**src/ipdfd_pkg.sv**
```systemverilog
`timescale 1ns / 1ps

package ipdfd_pkg;

   // Default sizing of the header parser.
   localparam int LINE_CAPACITY = 48;
   localparam int LENGTH_BITS   = 16;

   // Characters the parser reacts to.
   localparam logic [7:0] CHAR_PLUS  = 8'h2B;
   localparam logic [7:0] CHAR_COLON = 8'h3A;
   localparam logic [7:0] CHAR_COMMA = 8'h2C;
   localparam logic [7:0] CHAR_LF    = 8'h0A;
   localparam logic [7:0] CHAR_CR    = 8'h0D;
   localparam logic [7:0] CHAR_ZERO  = 8'h30;
   localparam logic [7:0] CHAR_NINE  = 8'h39;

   // Both close markers are six characters long.
   localparam logic [2:0] MARK_LEN = 3'd6;

   typedef enum logic {
      MARK_CLOSED,
      MARK_UNLINK
   } mark_sel_type;

   typedef enum logic [1:0] {
      MODE_IDLE = 2'd0,
      MODE_LINE = 2'd1,
      MODE_DATA = 2'd2
   } mode_type;

   // One parsed byte as it leaves the parser.
   typedef struct packed {
      logic       emit;
      logic [7:0] data;
      logic       from_payload;
      logic       link_closed;
   } result_type;

   // Character at a position of one of the close markers.
   function automatic logic [7:0] mark_char(mark_sel_type sel, logic [2:0] pos);
      logic [7:0] c;
      c = 8'h00;
      if (sel == MARK_CLOSED) begin
         case (pos)
            3'd0:    c = 8'h43; // C
            3'd1:    c = 8'h4C; // L
            3'd2:    c = 8'h4F; // O
            3'd3:    c = 8'h53; // S
            3'd4:    c = 8'h45; // E
            3'd5:    c = 8'h44; // D
            default: c = 8'h00;
         endcase
      end else begin
         case (pos)
            3'd0:    c = 8'h55; // U
            3'd1:    c = 8'h6E; // n
            3'd2:    c = 8'h6C; // l
            3'd3:    c = 8'h69; // i
            3'd4:    c = 8'h6E; // n
            3'd5:    c = 8'h6B; // k
            default: c = 8'h00;
         endcase
      end
      return c;
   endfunction

endpackage

```
**src/ipdfd_req_if.sv**
```systemverilog
`timescale 1ns / 1ps

interface ipdfd_req_if;
   logic       valid;
   logic       ready;
   logic [7:0] rx_byte;

   modport source (output valid, output rx_byte, input ready);
   modport sink   (input valid, input rx_byte, output ready);
endinterface

```
**src/ipdfd_rsp_if.sv**
```systemverilog
`timescale 1ns / 1ps

interface ipdfd_rsp_if;
   logic       valid;
   logic       ready;
   logic       out_valid;
   logic [7:0] out_byte;
   logic       from_payload;
   logic       link_closed;

   modport source (output valid, output out_valid, output out_byte,
                   output from_payload, output link_closed, input ready);
   modport sink   (input valid, input out_valid, input out_byte,
                   input from_payload, input link_closed, output ready);
endinterface

```
**src/ipdfd_parser.sv**
```systemverilog
`timescale 1ns / 1ps

module ipdfd_parser #(
   parameter int LINE_CAPACITY = ipdfd_pkg::LINE_CAPACITY,
   parameter int LENGTH_BITS   = ipdfd_pkg::LENGTH_BITS
) (
   input  logic                   clock,
   input  logic                   reset,
   input  logic                   step,
   input  logic [7:0]             rx_byte,
   output ipdfd_pkg::result_type  result
);

   localparam int LC_W = $clog2(LINE_CAPACITY);
   localparam int AX_W = LENGTH_BITS + 4;
   localparam logic [LC_W-1:0]        LINE_LAST  = LC_W'(LINE_CAPACITY - 1);
   localparam logic [LENGTH_BITS-1:0] LENGTH_MAX = {LENGTH_BITS{1'b1}};
   localparam logic [2:0]             MARK_LEN_L = ipdfd_pkg::MARK_LEN;

   ipdfd_pkg::mode_type      mode_ff, mode_in;
   logic [LENGTH_BITS-1:0]   left_ff, left_in;
   logic [LC_W-1:0]          cnt_ff, cnt_in;
   logic                     comma_ff, comma_in;
   logic                     digits_ff, digits_in;
   logic [LENGTH_BITS-1:0]   accum_ff, accum_in;
   logic [2:0]               cpos_ff, cpos_in;
   logic [2:0]               upos_ff, upos_in;
   logic                     marker_ff, marker_in;
   logic                     closed_ff, closed_in;

   // Streaming marker match for the byte at hand.
   logic [2:0]      c_nx, u_nx;
   logic            c_done, u_done;
   logic            is_digit;
   logic [AX_W-1:0] acc_x, acc_v;

   always_comb begin
      if (cpos_ff < MARK_LEN_L && rx_byte == ipdfd_pkg::mark_char(ipdfd_pkg::MARK_CLOSED,
                                                                 cpos_ff)) begin
         c_nx = cpos_ff + 3'd1;
      end else begin
         c_nx = {2'b00, rx_byte == ipdfd_pkg::mark_char(ipdfd_pkg::MARK_CLOSED, 3'd0)};
      end
      if (upos_ff < MARK_LEN_L && rx_byte == ipdfd_pkg::mark_char(ipdfd_pkg::MARK_UNLINK,
                                                                 upos_ff)) begin
         u_nx = upos_ff + 3'd1;
      end else begin
         u_nx = {2'b00, rx_byte == ipdfd_pkg::mark_char(ipdfd_pkg::MARK_UNLINK, 3'd0)};
      end
      c_done   = (c_nx == MARK_LEN_L);
      u_done   = (u_nx == MARK_LEN_L);
      is_digit = (rx_byte >= ipdfd_pkg::CHAR_ZERO) && (rx_byte <= ipdfd_pkg::CHAR_NINE);
      // Length times ten plus the digit, by shift and add.
      acc_x    = AX_W'(accum_ff);
      acc_v    = (acc_x << 3) + (acc_x << 1) + AX_W'(rx_byte[3:0]);
   end

   always_comb begin
      mode_in   = mode_ff;
      left_in   = left_ff;
      cnt_in    = cnt_ff;
      comma_in  = comma_ff;
      digits_in = digits_ff;
      accum_in  = accum_ff;
      cpos_in   = cpos_ff;
      upos_in   = upos_ff;
      marker_in = marker_ff;
      closed_in = closed_ff;
      result    = '0;
      result.data        = rx_byte;
      result.link_closed = closed_ff;

      case (mode_ff)
         ipdfd_pkg::MODE_LINE: begin
            if (cnt_ff < LINE_LAST) begin
               cnt_in    = cnt_ff + LC_W'(1);
               cpos_in   = c_done ? 3'd0 : c_nx;
               upos_in   = u_done ? 3'd0 : u_nx;
               marker_in = marker_ff | c_done | u_done;
               if (!comma_ff) begin
                  if (rx_byte == ipdfd_pkg::CHAR_COMMA) begin
                     comma_in  = 1'b1;
                     digits_in = 1'b1;
                  end
               end else if (digits_ff) begin
                  if (is_digit) begin
                     accum_in = (acc_v > AX_W'(LENGTH_MAX)) ? LENGTH_MAX
                                                            : acc_v[LENGTH_BITS-1:0];
                  end else begin
                     digits_in = 1'b0;
                  end
               end
            end
            if (rx_byte == ipdfd_pkg::CHAR_LF) begin
               if (marker_in) begin
                  closed_in = 1'b1;
               end
               mode_in = ipdfd_pkg::MODE_IDLE;
            end else if (rx_byte == ipdfd_pkg::CHAR_COLON) begin
               left_in = comma_in ? accum_in : '0;
               mode_in = ipdfd_pkg::MODE_DATA;
            end
            if (rx_byte == ipdfd_pkg::CHAR_LF || rx_byte == ipdfd_pkg::CHAR_COLON) begin
               cnt_in    = '0;
               comma_in  = 1'b0;
               digits_in = 1'b0;
               accum_in  = '0;
               cpos_in   = 3'd0;
               upos_in   = 3'd0;
               marker_in = 1'b0;
            end
         end
         ipdfd_pkg::MODE_DATA: begin
            if (left_ff != '0) begin
               result.emit         = 1'b1;
               result.from_payload = 1'b1;
               left_in             = left_ff - LENGTH_BITS'(1);
               if (left_ff == LENGTH_BITS'(1)) begin
                  mode_in = ipdfd_pkg::MODE_IDLE;
               end
            end else begin
               // A zero length swallows this byte.
               mode_in = ipdfd_pkg::MODE_IDLE;
            end
         end
         default: begin
            if (rx_byte == ipdfd_pkg::CHAR_PLUS) begin
               cnt_in    = LC_W'(1);
               comma_in  = 1'b0;
               digits_in = 1'b0;
               accum_in  = '0;
               cpos_in   = 3'd0;
               upos_in   = 3'd0;
               marker_in = 1'b0;
               mode_in   = ipdfd_pkg::MODE_LINE;
            end else if (rx_byte == ipdfd_pkg::CHAR_CR || rx_byte == ipdfd_pkg::CHAR_LF) begin
               mode_in = ipdfd_pkg::MODE_IDLE;
            end else begin
               result.emit = 1'b1;
               mode_in     = ipdfd_pkg::MODE_IDLE;
            end
         end
      endcase
   end

   always_ff @(posedge clock) begin
      if (reset) begin
         mode_ff   <= ipdfd_pkg::MODE_IDLE;
         left_ff   <= '0;
         cnt_ff    <= '0;
         comma_ff  <= 1'b0;
         digits_ff <= 1'b0;
         accum_ff  <= '0;
         cpos_ff   <= 3'd0;
         upos_ff   <= 3'd0;
         marker_ff <= 1'b0;
         closed_ff <= 1'b0;
      end else if (step) begin
         mode_ff   <= mode_in;
         left_ff   <= left_in;
         cnt_ff    <= cnt_in;
         comma_ff  <= comma_in;
         digits_ff <= digits_in;
         accum_ff  <= accum_in;
         cpos_ff   <= cpos_in;
         upos_ff   <= upos_in;
         marker_ff <= marker_in;
         closed_ff <= closed_in;
      end
   end

endmodule

```
**src/ipd_frame_deframer_top.sv**
```systemverilog
`timescale 1ns / 1ps

// Channel   Direction  Interface      Contents
// req_if    in         ipdfd_req_if   rx_byte, one received modem byte per transaction
// rsp_if    out        ipdfd_rsp_if   out_valid, out_byte, from_payload, link_closed
//
// Every accepted byte is registered in the input register, parsed from there and, if it
// yields a data byte, placed in the result register.
// A byte can be accepted in every cycle; the only limit is the result register.
// Reset is synchronous and returns the parser to idle with the closed flag clear.
// While a result waits for rsp_if.ready, one more byte is held in the input
// register and req_if.ready drops only when both registers are full.

module ipd_frame_deframer_top #(
   parameter int LINE_CAPACITY = ipdfd_pkg::LINE_CAPACITY,
   parameter int LENGTH_BITS   = ipdfd_pkg::LENGTH_BITS
) (
   input  logic        clock,
   input  logic        reset,
   ipdfd_req_if.sink   req_if,
   ipdfd_rsp_if.source rsp_if
);

   // Input register: holds the byte being parsed.
   logic       s1_v_ff, s1_v_in;
   logic [7:0] s1_byte_ff;

   // Result register.
   logic       out_v_ff, out_v_in;
   logic [7:0] out_byte_ff;
   logic       out_pay_ff;
   logic       out_closed_ff;

   ipdfd_pkg::result_type result;

   // The parsed byte moves on when the result register is free or being emptied.
   // Parser state advances only then, so each byte is parsed exactly once.
   logic advance;
   assign advance      = s1_v_ff && (!out_v_ff || rsp_if.ready);
   assign req_if.ready = !s1_v_ff || advance;

   ipdfd_parser #(
      .LINE_CAPACITY (LINE_CAPACITY),
      .LENGTH_BITS   (LENGTH_BITS)
   ) u_parser (
      .clock   (clock),
      .reset   (reset),
      .step    (advance),
      .rx_byte (s1_byte_ff),
      .result  (result)
   );

   always_comb begin
      s1_v_in = s1_v_ff;
      if (req_if.valid && req_if.ready) begin
         s1_v_in = 1'b1;
      end else if (advance) begin
         s1_v_in = 1'b0;
      end

      out_v_in = out_v_ff;
      if (advance) begin
         out_v_in = result.emit;
      end else if (rsp_if.ready) begin
         out_v_in = 1'b0;
      end
   end

   always_ff @(posedge clock) begin
      if (reset) begin
         s1_v_ff  <= 1'b0;
         out_v_ff <= 1'b0;
      end else begin
         s1_v_ff  <= s1_v_in;
         out_v_ff <= out_v_in;
      end
   end

   // Payload registers carry no reset.
   always_ff @(posedge clock) begin
      if (req_if.valid && req_if.ready) begin
         s1_byte_ff <= req_if.rx_byte;
      end
      if (advance && result.emit) begin
         out_byte_ff   <= result.data;
         out_pay_ff    <= result.from_payload;
         out_closed_ff <= result.link_closed;
      end
   end

   assign rsp_if.valid        = out_v_ff;
   assign rsp_if.out_valid    = out_v_ff;
   assign rsp_if.out_byte     = out_v_ff ? out_byte_ff : 8'h00;
   assign rsp_if.from_payload = out_v_ff && out_pay_ff;
   assign rsp_if.link_closed  = out_v_ff && out_closed_ff;

   // Input stalls only when both the input and result registers are occupied.
   a_stall_cause: assert property (@(posedge clock) disable iff (reset)
      !req_if.ready |-> (s1_v_ff && out_v_ff && !rsp_if.ready))
      else $error("input stalled without a full pipeline");

   // A parked byte stays put until it can advance.
   a_hold_parked: assert property (@(posedge clock) disable iff (reset)
      (s1_v_ff && !advance) |=> (s1_v_ff && $stable(s1_byte_ff)))
      else $error("parked byte lost or changed");

   // A taken result with nothing behind it leaves the result register empty.
   a_drain: assert property (@(posedge clock) disable iff (reset)
      (out_v_ff && rsp_if.ready && !advance) |=> !out_v_ff)
      else $error("result repeated after it was taken");

endmodule
```
**src/flat_wrapper.sv**
```systemverilog
// flat-port wrapper written by rule: the top's interface ports become plain ports
module ipd_frame_deframer_top_flat 
#(
   parameter int LINE_CAPACITY = ipdfd_pkg::LINE_CAPACITY,
   parameter int LENGTH_BITS   = ipdfd_pkg::LENGTH_BITS
)
  (clock, reset, req_if_valid, req_if_rx_byte, req_if_ready, rsp_if_valid, rsp_if_out_valid, rsp_if_out_byte, rsp_if_from_payload, rsp_if_link_closed, rsp_if_ready);
  ipdfd_req_if req_if_i ();
  ipdfd_rsp_if rsp_if_i ();
  input  logic clock;
  input  logic reset;
  input wire logic [$bits(req_if_i.valid)-1:0] req_if_valid;
  input wire logic [$bits(req_if_i.rx_byte)-1:0] req_if_rx_byte;
  output wire logic [$bits(req_if_i.ready)-1:0] req_if_ready;
  output wire logic [$bits(rsp_if_i.valid)-1:0] rsp_if_valid;
  output wire logic [$bits(rsp_if_i.out_valid)-1:0] rsp_if_out_valid;
  output wire logic [$bits(rsp_if_i.out_byte)-1:0] rsp_if_out_byte;
  output wire logic [$bits(rsp_if_i.from_payload)-1:0] rsp_if_from_payload;
  output wire logic [$bits(rsp_if_i.link_closed)-1:0] rsp_if_link_closed;
  input wire logic [$bits(rsp_if_i.ready)-1:0] rsp_if_ready;
  assign req_if_i.valid = req_if_valid;
  assign req_if_i.rx_byte = req_if_rx_byte;
  assign req_if_ready = req_if_i.ready;
  assign rsp_if_valid = rsp_if_i.valid;
  assign rsp_if_out_valid = rsp_if_i.out_valid;
  assign rsp_if_out_byte = rsp_if_i.out_byte;
  assign rsp_if_from_payload = rsp_if_i.from_payload;
  assign rsp_if_link_closed = rsp_if_i.link_closed;
  assign rsp_if_i.ready = rsp_if_ready;
  ipd_frame_deframer_top #(.LINE_CAPACITY(LINE_CAPACITY), .LENGTH_BITS(LENGTH_BITS)) u_core (.clock(clock), .reset(reset), .req_if(req_if_i), .rsp_if(rsp_if_i));
endmodule
```
**config.mk**
```make
export PLATFORM = sky130hd
export DESIGN_NAME = ipd_frame_deframer_top_flat
export DESIGN_NICKNAME = d
export VERILOG_FILES = /design/src/ipdfd_pkg.sv /design/src/ipdfd_req_if.sv /design/src/ipdfd_rsp_if.sv /design/src/ipdfd_parser.sv /design/src/ipd_frame_deframer_top.sv /design/src/flat_wrapper.sv
export SDC_FILE = /design/constraint.sdc
export NUM_CORES = 1
export LEC_CHECK = 0
export BUFFER_PORTS_ARGS = -buffer_cell sky130_fd_sc_hd__buf_2
export CELL_PAD_IN_SITES_DETAIL_PLACEMENT = 0
export CELL_PAD_IN_SITES_GLOBAL_PLACEMENT = 2
export CORE_UTILIZATION = 38
export DETAILED_ROUTE_END_ITERATION = 12
export PLACE_DENSITY = 0.89
export SETUP_SLACK_MARGIN = 0.4
export SYNTH_ARGS = -nofsm -noshare
export SYNTH_HDL_FRONTEND = slang
export SYNTH_HIERARCHICAL = 1
export SYNTH_SLANG_ARGS = --single-unit
```
**constraint.sdc**
```tcl
create_clock -name clock -period 3.8 [get_ports clock]
set_input_delay 0.76 -clock clock [delete_from_list [all_inputs] [get_ports clock]]
set_output_delay 0.76 -clock clock [all_outputs]
set_load 0.05 [all_outputs]
```
Yosys cells after proc, flatten, opt, wreduce, memory -nomap -nowiden:

Index checks and enable logic that the tools add are counted.

* add/sub/neg operators: 6
* reduce and logical (&&, ||, !) cells: 28
* bitwise gates (word level): 3
* mux-type cells: 63
* $lt $le $gt $ge: 6
* equal/unequal tests: 31

Operators by type and width (count)
* 2-to-1 mux 16 bit: 11
* case mux 16 bit (2 select lines): 2
* case mux 7 bit (6 select lines): 1
* case mux 7 bit (5 select lines): 1
* 2-to-1 mux 3 bit: 9
* == test 8 x 6 -> 1 bit (second input constant): 3
* 2-to-1 mux 1 bit: 23
* adder 19 x 17 -> 20 bit: 1
* adder 20 x 4 -> 20 bit: 1
* greater-than comparator 20 x 16 -> 1 bit (second input constant): 1
* == test 3 bit (second input constant): 6
* 2-to-1 mux 6 bit: 3
* == test 16 x 1 -> 1 bit (second input constant): 1
* == test 8 x 4 -> 1 bit (second input constant): 2
* == test 8 x 7 -> 1 bit (second input constant): 2
* == test 8 bit: 2
* nonzero test 16 bit: 1
* subtractor 16 x 1 -> 16 bit (second input constant): 1
* == test 3 x 2 -> 1 bit (second input constant): 4
* case mux 3 bit (2 select lines): 2
* case mux 6 bit (2 select lines): 1
* AND reduction 5 bit: 2
* != test 3 bit (second input constant): 3
* greater-or-equal comparator 8 x 6 -> 1 bit (second input constant): 1
* 24 further kinds: 53

* register bits after elaboration: 70
* output and inout bits: 13
* input bits: 12

Logic depth before layout (Yosys ltp):

Gate-level depths: netlist of run 1.

* word-level depth: 12
* gate-level depth with buffers: 12
* depth with buffers taken out: 11

By module:

The synthesis of run 1 kept the hierarchy.

By module, submodules not included
* ipdfd_parser: cells each 553, times used 1, area each 4271.6 sq um
* ipd_frame_deframer_top: cells each 41, times used 1, area each 705.7 sq um

Least setup slack after synthesis of run 1:

No wires, ideal clock.

* path type: register to register
* from: register u_core.s1_byte_ff[3]
* to: register u_core.u_parser.accum_ff[6]
* path buffers: 1
* library setup time: 0.086 ns
* stages on the path, launching flop included: 12
* path slack: 0.628 ns
* data arrival time: 3.086 ns
* cell sequence: edfxtp_1 -> fa_1 -> fa_1 -> a211oi_2 -> o211ai_2 -> a41oi_2 -> o21ai_0 -> and4_1 -> o2111ai_4 -> buf_8 -> o21ai_1 -> a211oi_1

* word-level cells in the longest chain between the ends: 9
* elaborated cells between the ends (all ways): 18

RTL lines
* start, declared: line ipd_frame_deframer_top.sv:26 `logic [7:0] s1_byte_ff;`
* start signal, assigned: line ipd_frame_deframer_top.sv:82 `s1_byte_ff <= req_if.rx_byte;`
* adder 20 x 4 -> 20 bit: line ipdfd_parser.sv:55 `acc_v = (acc_x << 3) + (acc_x << 1) + AX_W'(rx_byte[3:0]);`
* greater-than comparator 20 x 16 -> 1 bit: line ipdfd_parser.sv:87 `accum_in = (acc_v > AX_W'(LENGTH_MAX)) ? LENGTH_MAX`
* 2-to-1 mux 16 bit: line ipdfd_parser.sv:87
* 2-to-1 mux 16 bit: line ipdfd_parser.sv:86 `if (is_digit) begin`
* 2-to-1 mux 16 bit: line ipdfd_parser.sv:85 `end else if (digits_ff) begin`
* 2-to-1 mux 16 bit: line ipdfd_parser.sv:80 `if (!comma_ff) begin`
* 2-to-1 mux 16 bit: line ipdfd_parser.sv:75 `if (cnt_ff < LINE_LAST) begin`
* 2-to-1 mux 16 bit: line ipdfd_parser.sv:103 `if (rx_byte == ipdfd_pkg::CHAR_LF || rx_byte == ipdfd_pkg::CHAR_COLON) begin`
* case mux 16 bit (2 select lines): line ipdfd_parser.sv:73 `case (mode_ff)`
* end signal, assigned: line ipdfd_parser.sv:164 `accum_ff <= accum_in;`
* end, declared: line ipdfd_parser.sv:25 `logic [LENGTH_BITS-1:0] accum_ff, accum_in;`

Several ways; a longest one is shown, not always the timed one.
A chain may end at the register's enable or synchronous reset.

Final worst setup path of run 1:

* from: register u_core.s1_byte_ff[3]
* to: register u_core.u_parser.accum_ff[10]

The elaborated chain is that of the path after synthesis.

==> results of run 1 <==
## Yosys cell counts (7+ instances only)
| master | number |
|---|---|
| and3_1 | 12 |
| ha_1 | 47 |
| edfxtp_1 | 18 |
| xor2_1 | 9 |
| dfxtp_1 | 52 |
| nand2b_1 | 10 |
| nor2_1 | 60 |
| clkbuf_1 | 16 |
| and2_1 | 17 |
| a211oi_1 | 9 |
| nand2_1 | 48 |
| xnor2_1 | 12 |
| a22oi_1 | 10 |
| buf_4 | 11 |
| nand3_1 | 9 |
| inv_1 | 21 |
| a21oi_1 | 54 |
| o21ai_0 | 40 |
| nor3_1 | 11 |
| o221ai_1 | 9 |
| o22ai_1 | 7 |
## cell type report
cell class                      count  area [sq um]  area share [%]
Clock inverter                      7          80.1            1.39
Clock buffer                        9           225            3.90
Tap cell                          172           215            3.73
Inverter                           21          78.8            1.37
Sequential cell                    70          1580            27.4
Timing Repair Buffer               47           300            5.20
Multi-Input combinational cell    471          3290            57.0
## metal layers
metal  global-route usage, %  share of wire, %  vias up
li1                        -                 -     2244
met2                    31.5                44      140
met1                    29.3                49     2149
met5                       0                 0        -
met3                    2.65               4.5       21
met4                    8.21               1.7        0
## worst reg2reg max path, stage by stage (launching register included)
cell,delay (ns)
edfxtp_1,0.42
fa_2,0.61
fa_2,0.27
a211oi_4,0.08
o211ai_2,0.19
nand2_1,0.13
o41ai_2,0.43
xnor2_2,0.17
buf_4,0.17
o2111ai_2,0.23
o31ai_1,0.31
a211oi_1,0.10
## logic make-up after synthesis
family / count (synthesis)
AND/OR/NAND/NOR: 206
AO/OA/AOI/OAI: 189
flip-flops: 70
buffers and inverters: 56
adder cells (fa/ha/maj): 49
XOR/XNOR: 21
multiplexers: 3
## registers in the layout, summed over array words and instances, names as in the netlist, 2 cells and up
signal and count:
u_core/out_byte_ff 8, u_core/s1_byte_ff 8, u_core/u_parser/mode_ff 2, u_core/u_parser/cnt_ff 6, u_core/u_parser/cpos_ff 3, u_core/u_parser/left_ff 16
u_core/u_parser/accum_ff 16, u_core/u_parser/upos_ff 3
## power by group through the flow
stage / clock network, mW / registers, mW / logic [mW]
4_1_cts: 0.881 / 0.790 / 0.0815
2_1_floorplan: 0 / 0.801 / 0.0642
3_3_place_gp: 0 / 0.805 / 0.0801
3_5_place_dp: 0 / 0.806 / 0.0810
5_1_grt: 0.910 / 0.791 / 0.0902
6_report: 0.866 / 0.789 / 0.0830
## worst max path at each step
stage / end / cells after the start
after floorplan: u_core/u_parser/accum_ff[6] / 11
after global routing: u_core/u_parser/accum_ff[7] / 12
final: u_core/u_parser/accum_ff[10] / 11
after detailed placement: u_core/u_parser/left_ff[1] / 10
after CTS: u_core/u_parser/left_ff[1] / 10
after global placement: u_core/u_parser/left_ff[0] / 10
## what timing repair did
action,in CTS,in global routing
pin swaps,5,14
resized for setup,11,15
setup endpoints to repair,22,21
cloned,2,1
buffers inserted,7,6
==> impl_metrics.tcl, run 1 <==
set metrics [dict create \
    outcome "finished clean" \
    ff2ff_path_depth 11 \
    power_density_mw_per_mm2 301 \
    syn_avg_cell_area_sq_um 8.38 \
    critPathKind "flop to flop" \
    design_area_sq_mm 0.00577 \
    fin_total_pwr_mw 1.74 \
    setup_violations 0 \
    portBuffers 24 \
    r2r-start "u_core/s1_byte_ff[3]" \
    finClkSkew_ns 0.00643 \
    path_delay_family "compound AO/OA/AOI/OAI gates" \
    yosys-top-cells-area "dfxtp_1, ha_1, edfxtp_1, a21oi_1, nor2_1" \
    via_count 4554 \
    die_area_sq_mm 0.0136 \
    slew_violations 0 \
    synth_edf_count 18 \
    drt_pass1_iterations 5 \
    synth_top_family_by_area "compound AO/OA/AOI/OAI gates" \
    synth_compound_area_share_pct 24.9 \
    antenna_found_initial 0 \
    layout_common_cells "nor2_1, a21oi_1, dfxtp_1, nand2_1, ha_1" \
    timing.fmax_mhz 308 \
    final_common_cell "nor2_1" \
    post_synth_and_or_nand_nor_area_fraction_pct 21.0 \
    avgViaCountPerCell 5.71 \
    critical_path_arrival_ns 3.44 \
    gr-total-overflow 0 \
    fill_cells 1256 \
    hold_path_depth 0 \
    die_x_um 116 \
    rsz0062_at_grt "false" \
    clockBufferDepth 2 \
    tightest_slew_ns 1.02 \
    synth-main-ff-cell "dfxtp_1" \
    holdCritStartpoint "u_core/u_parser/closed_ff" \
    fin_ws_ns 0.556 \
    synthAdderAreaFrac_pct 12.6 \
    synth_xor_area_share_pct 3.70 \
    drive_gt1_share_pct 16.2 \
    numClockSinks 70 \
    clk_pin_slew_ns 0.06 \
    path_cells "fa_2 -> fa_2 -> a211oi_4 -> o211ai_2 -> nand2_1 -> o41ai_2 -> xnor2_2 -> buf_4 -> o2111ai_2 -> o31ai_1 -> a211oi_1" \
    core_area_sq_mm 0.0127 \
    track_usage_pct 20.6 \
    drc 0 \
    crit_required_ns 4.00 \
    htreeDepth 3 \
    numPlacedInstances 765 \
    final_util_pct 45.6 \
    power_frac_seq_pct 45.4 \
    floorplan.initialDensity_pct 39.3 \
    p_int_mw 1.32 \
    grt_pass1_vias 4288 \
    die_h_um 116 \
    synth_seq_cells 70 \
    synthMuxAreaShare_pct 0.603 \
    grt_pass1_wl_mm 21.6 \
    hold_path_end "u_core/out_closed_ff" \
    area_delta_synth_final_pct 16.0 \
    hold_path.class "flop to flop" \
    r2r_setup_slack_ns 0.56 \
    cp-end-kind "flop" \
    drtIter0Drc 350 \
    cts_inserted_buffers 9 \
    crit_fanout 6 \
    switching_power_uw 419 \
    clock_latency_ns 0.34 \
    p_clk_share_pct 49.8 \
    hold_viol_final 0 \
    crit_path_max_incr_delay_ns 0.61 \
    crit_top_cell "fa_2" \
    tns_ns 0 \
    swShare_pct 24.1 \
    max_cap_violations 0 \
    cts_root_buffer "clkbuf_16" \
    diodes 0 \
    num-nets-final 681 \
    pre_cts_slack_ns 0.119 \
    startpoint "u_core/s1_byte_ff[3]" \
    yosysUniqueCellTypes 67 \
    dpl_cell_area_sq_mm 0.00520 \
    syn_nets 655 \
    cp_num_buf_inv 1 \
    cts_tree "yes" \
    ir_drop_mv 0.201 \
    routedWlPerCell_um 16.6 \
    cts_hold_repair.buffers 0 \
    wl_mm 13.2 \
    startpoint_type "flop" \
    synthCells 594 \
    p_leak_nw 2.27 \
    synthArstFlopShare_pct 0 \
    hpwl_mm 9.28 \
    yosysTopAreaCell "dfxtp_1" \
    slew_headroom_pct 31.6 \
    hold_ws_ns 0.445 \
    r2r-end "u_core/u_parser/accum_ff[10]" \
    fin_crit_sh_pct 85.4 \
    instances_no_fill 797 \
    synthDominantCellAreaShare_pct 20.9 \
    synth_seq_area_share_pct 31.8 \
    netlist_area_sq_mm 0.00498 \
    rows 41 \
    gp_congestion 0.829 \
    ant_nets 0 \
    ios 25 \
    timing.final.crit_period_ns 3.24 \
    slowest_stage "fa_2" \
    grt_start_max_net_pins 42 \
    yosys_warnings 6 \
    power_frac_comb_pct 4.8 \
]
Note: power is estimated with default switching activity, not from simulation.
==> run 2, diff against run 1 <==
--- a/config.mk
+++ b/config.mk
@@ -5,10 +5,11 @@
 export SDC_FILE = /design/constraint.sdc
 export NUM_CORES = 1
 export LEC_CHECK = 0
+export ABC_AREA = 1
 export BUFFER_PORTS_ARGS = -buffer_cell sky130_fd_sc_hd__buf_2
 export CELL_PAD_IN_SITES_DETAIL_PLACEMENT = 0
 export CELL_PAD_IN_SITES_GLOBAL_PLACEMENT = 2
-export CORE_UTILIZATION = 38
+export CORE_UTILIZATION = 35
 export DETAILED_ROUTE_END_ITERATION = 12
 export PLACE_DENSITY = 0.89
 export SETUP_SLACK_MARGIN = 0.4
==> run 2 against run 1 <==
Compared with the run above:
- first-iteration DRC count is 24% lower
- via count grew 12%
- clock skew is 0.0041 ns higher
- register-to-register slack better by 0.26 ns
==> impl_metrics.tcl, run 2 <==
set metrics [dict create \
    outcome "finished clean" \
    floorplan.initialDensity_pct 35.8 \
    slew_violations 0 \
    synth_seq_area_share_pct 29.1 \
    yosysUniqueCellTypes 45 \
    cts_root_buffer "clkbuf_16" \
    ios 25 \
    critPathKind "flop to flop" \
    drive_gt1_share_pct 10.2 \
    synthArstFlopShare_pct 0 \
    crit_path_max_incr_delay_ns 0.58 \
    tns_ns 0 \
    grt_start_max_net_pins 33 \
    core_area_sq_mm 0.0152 \
    hpwl_mm 10.7 \
    tightest_slew_ns 0.897 \
    ant_nets 0 \
    cts_tree "yes" \
    layout_common_cells "nand2_1, inv_1, nand3_1, a21oi_1, nor2_1" \
    synthCells 806 \
    crit_top_cell "nand2_1" \
    track_usage_pct 18.8 \
    portBuffers 24 \
    syn_avg_cell_area_sq_um 6.75 \
    crit_required_ns 4.03 \
    largest_registers "u_core/u_parser/accum_ff x16, u_core/u_parser/left_ff x16" \
    avgViaCountPerCell 5.06 \
    path_delay_family "adder cells" \
    area_delta_synth_final_pct 9.10 \
    yosys_warnings 6 \
    clockBufferDepth 2 \
    cp_num_buf_inv 1 \
    p_leak_nw 2.97 \
    crit_fanout 16 \
    rsz0062_at_grt "false" \
    clk_pin_slew_ns 0.06 \
    gp_congestion 0.810 \
    synth.most_common_cell "nand2_1" \
    numClockSinks 70 \
    critical_path_arrival_ns 3.21 \
    die_x_um 127 \
    wl_mm 14.1 \
    slowest_stage "fa_1" \
    final_util_pct 39.1 \
    htreeDepth 3 \
    postCtsSetupRepairBufs 0 \
    syn_nets 867 \
    hold_path.class "flop to flop" \
    synth_edf_count 18 \
    diodes 0 \
    drc 0 \
    path_cells "fa_1 -> fa_1 -> nand3_1 -> nand2_1 -> nand2_1 -> nand3_1 -> nand2_1 -> nand2_1 -> nand2_1 -> nand2_1 -> nor2_2 -> buf_4 -> nand3_1 -> nand3_1 -> a21oi_1" \
    grt_pass1_wl_mm 23.7 \
    finClkSkew_ns 0.0105 \
    synth-main-ff-cell "dfxtp_1" \
    slew_headroom_pct 40.0 \
    antenna_found_initial 0 \
    routedWlPerCell_um 14.0 \
    power_density_mw_per_mm2 323 \
    via_count 5112 \
    synthDominantCellAreaShare_pct 19.1 \
    timing.fmax_mhz 335 \
    num-nets-final 878 \
    timing.final.crit_period_ns 2.98 \
    fin_ws_ns 0.818 \
    cts_resized 0 \
    yosysTopAreaCell "dfxtp_1" \
    final_common_cell "nand2_1" \
    fin_crit_sh_pct 78.5 \
    netlist_area_sq_mm 0.00544 \
    hold_viol_final 0 \
    cts_inserted_buffers 9 \
    startpoint_type "flop" \
    max_cap_violations 0 \
    clock_latency_ns 0.35 \
    drtIter0Drc 265 \
    die_h_um 127 \
    yosys-top-cells-area "dfxtp_1, nand2_1, ha_1, edfxtp_1, nand3_1" \
    setup_violations 0 \
    synth_common_cells "nand2_1, inv_1, nand3_1" \
    pre_cts_slack_ns 0.825 \
    gr-total-overflow 0 \
    cts_hold_repair.buffers 0 \
    grt_pass1_vias 5006 \
    drt_pass1_iterations 4 \
    die_area_sq_mm 0.0161 \
    ir_drop_mv 0.238 \
    rows 45 \
    cp-end-kind "flop" \
    synth_seq_cells 70 \
]
[run 2: cell types whose count changed after synthesis, sizes merged, moves of 10 or more]
cell    delta
and3      -11
clkbuf    -11
and2      -15
or2       +13
nand3     +77
a22oi     -10
nand2    +152
o21ai     -10
xnor2     -10
inv       +80
nor2      +25
a21oi     +27
[run 2: cells by family after synthesis]
logic type,Yosys count,share of synthesized area [%]
AOI/OAI and AO/OA,130,12.9
xor gates and xnor gates,11,1.77
DFF,70,29.1
and+or+nand+nor,416,34.3
buffers and inverters,130,10.4
adders and majority gates,49,11.5
[run 2: final timing paths]
check / to / depth (start not counted) / slack, ns / from
worst max register to register: u_core/u_parser/left_ff[2] / 15 / 0.82 / u_core/s1_byte_ff[3]
worst min-delay path: u_core/out_closed_ff / 0 / 0.43 / u_core/u_parser/closed_ff
worst min register to register: u_core/out_closed_ff / 0 / 0.43 / u_core/u_parser/closed_ff
worst max-delay path: u_core/u_parser/left_ff[2] / 15 / 0.82 / u_core/s1_byte_ff[3]
[run 2: metal layers]
metal | track usage (%) | up-vias | wire length, um
met1 | 22.3 | 2330 | 6360
li1 | - | 2665 | -
met2 | 32.5 | 90 | 6790
met5 | 0 | - | 0
met3 | 4.01 | 27 | 516
met4 | 8.40 | 0 | 427
[run 2: area by class of cell]
| cell class | instances | area [sq um] |
|---|---|---|
| multi-input cells | 606 | 3290 |
| clock buffers | 10 | 229 |
| fillers | 1653 | 9260 |
| inverters | 102 | 388 |
| repair buffers | 28 | 150 |
| clock inverters | 6 | 61.3 |
| flip-flops and latches | 70 | 1580 |
| well taps | 188 | 235 |
[run 2: where the power goes]
group / internal (mW) / leakage [nW] / switching (mW) / total (mW)
logic: 0.0697 / 2.24 / 0.176 / 0.246
registers: 0.792 / 0.592 / 0.0254 / 0.817
clock network: 0.507 / 0.143 / 0.348 / 0.856
total: 1.37 / 2.97 / 0.550 / 1.92
[run 2: per-stage QoR]
step	total power [mW]	area, sq um	hold WS, ns	std cells
6_report	1.92	5940	0.431	1010
5_1_grt	2.01	5940	0.435	1010
4_1_cts	1.94	5940	0.432	1010
3_5_place_dp	1.08	5650	0.416	994
3_3_place_gp	1.07	5650	0.422	994
2_1_floorplan	1.02	5440	0.428	806
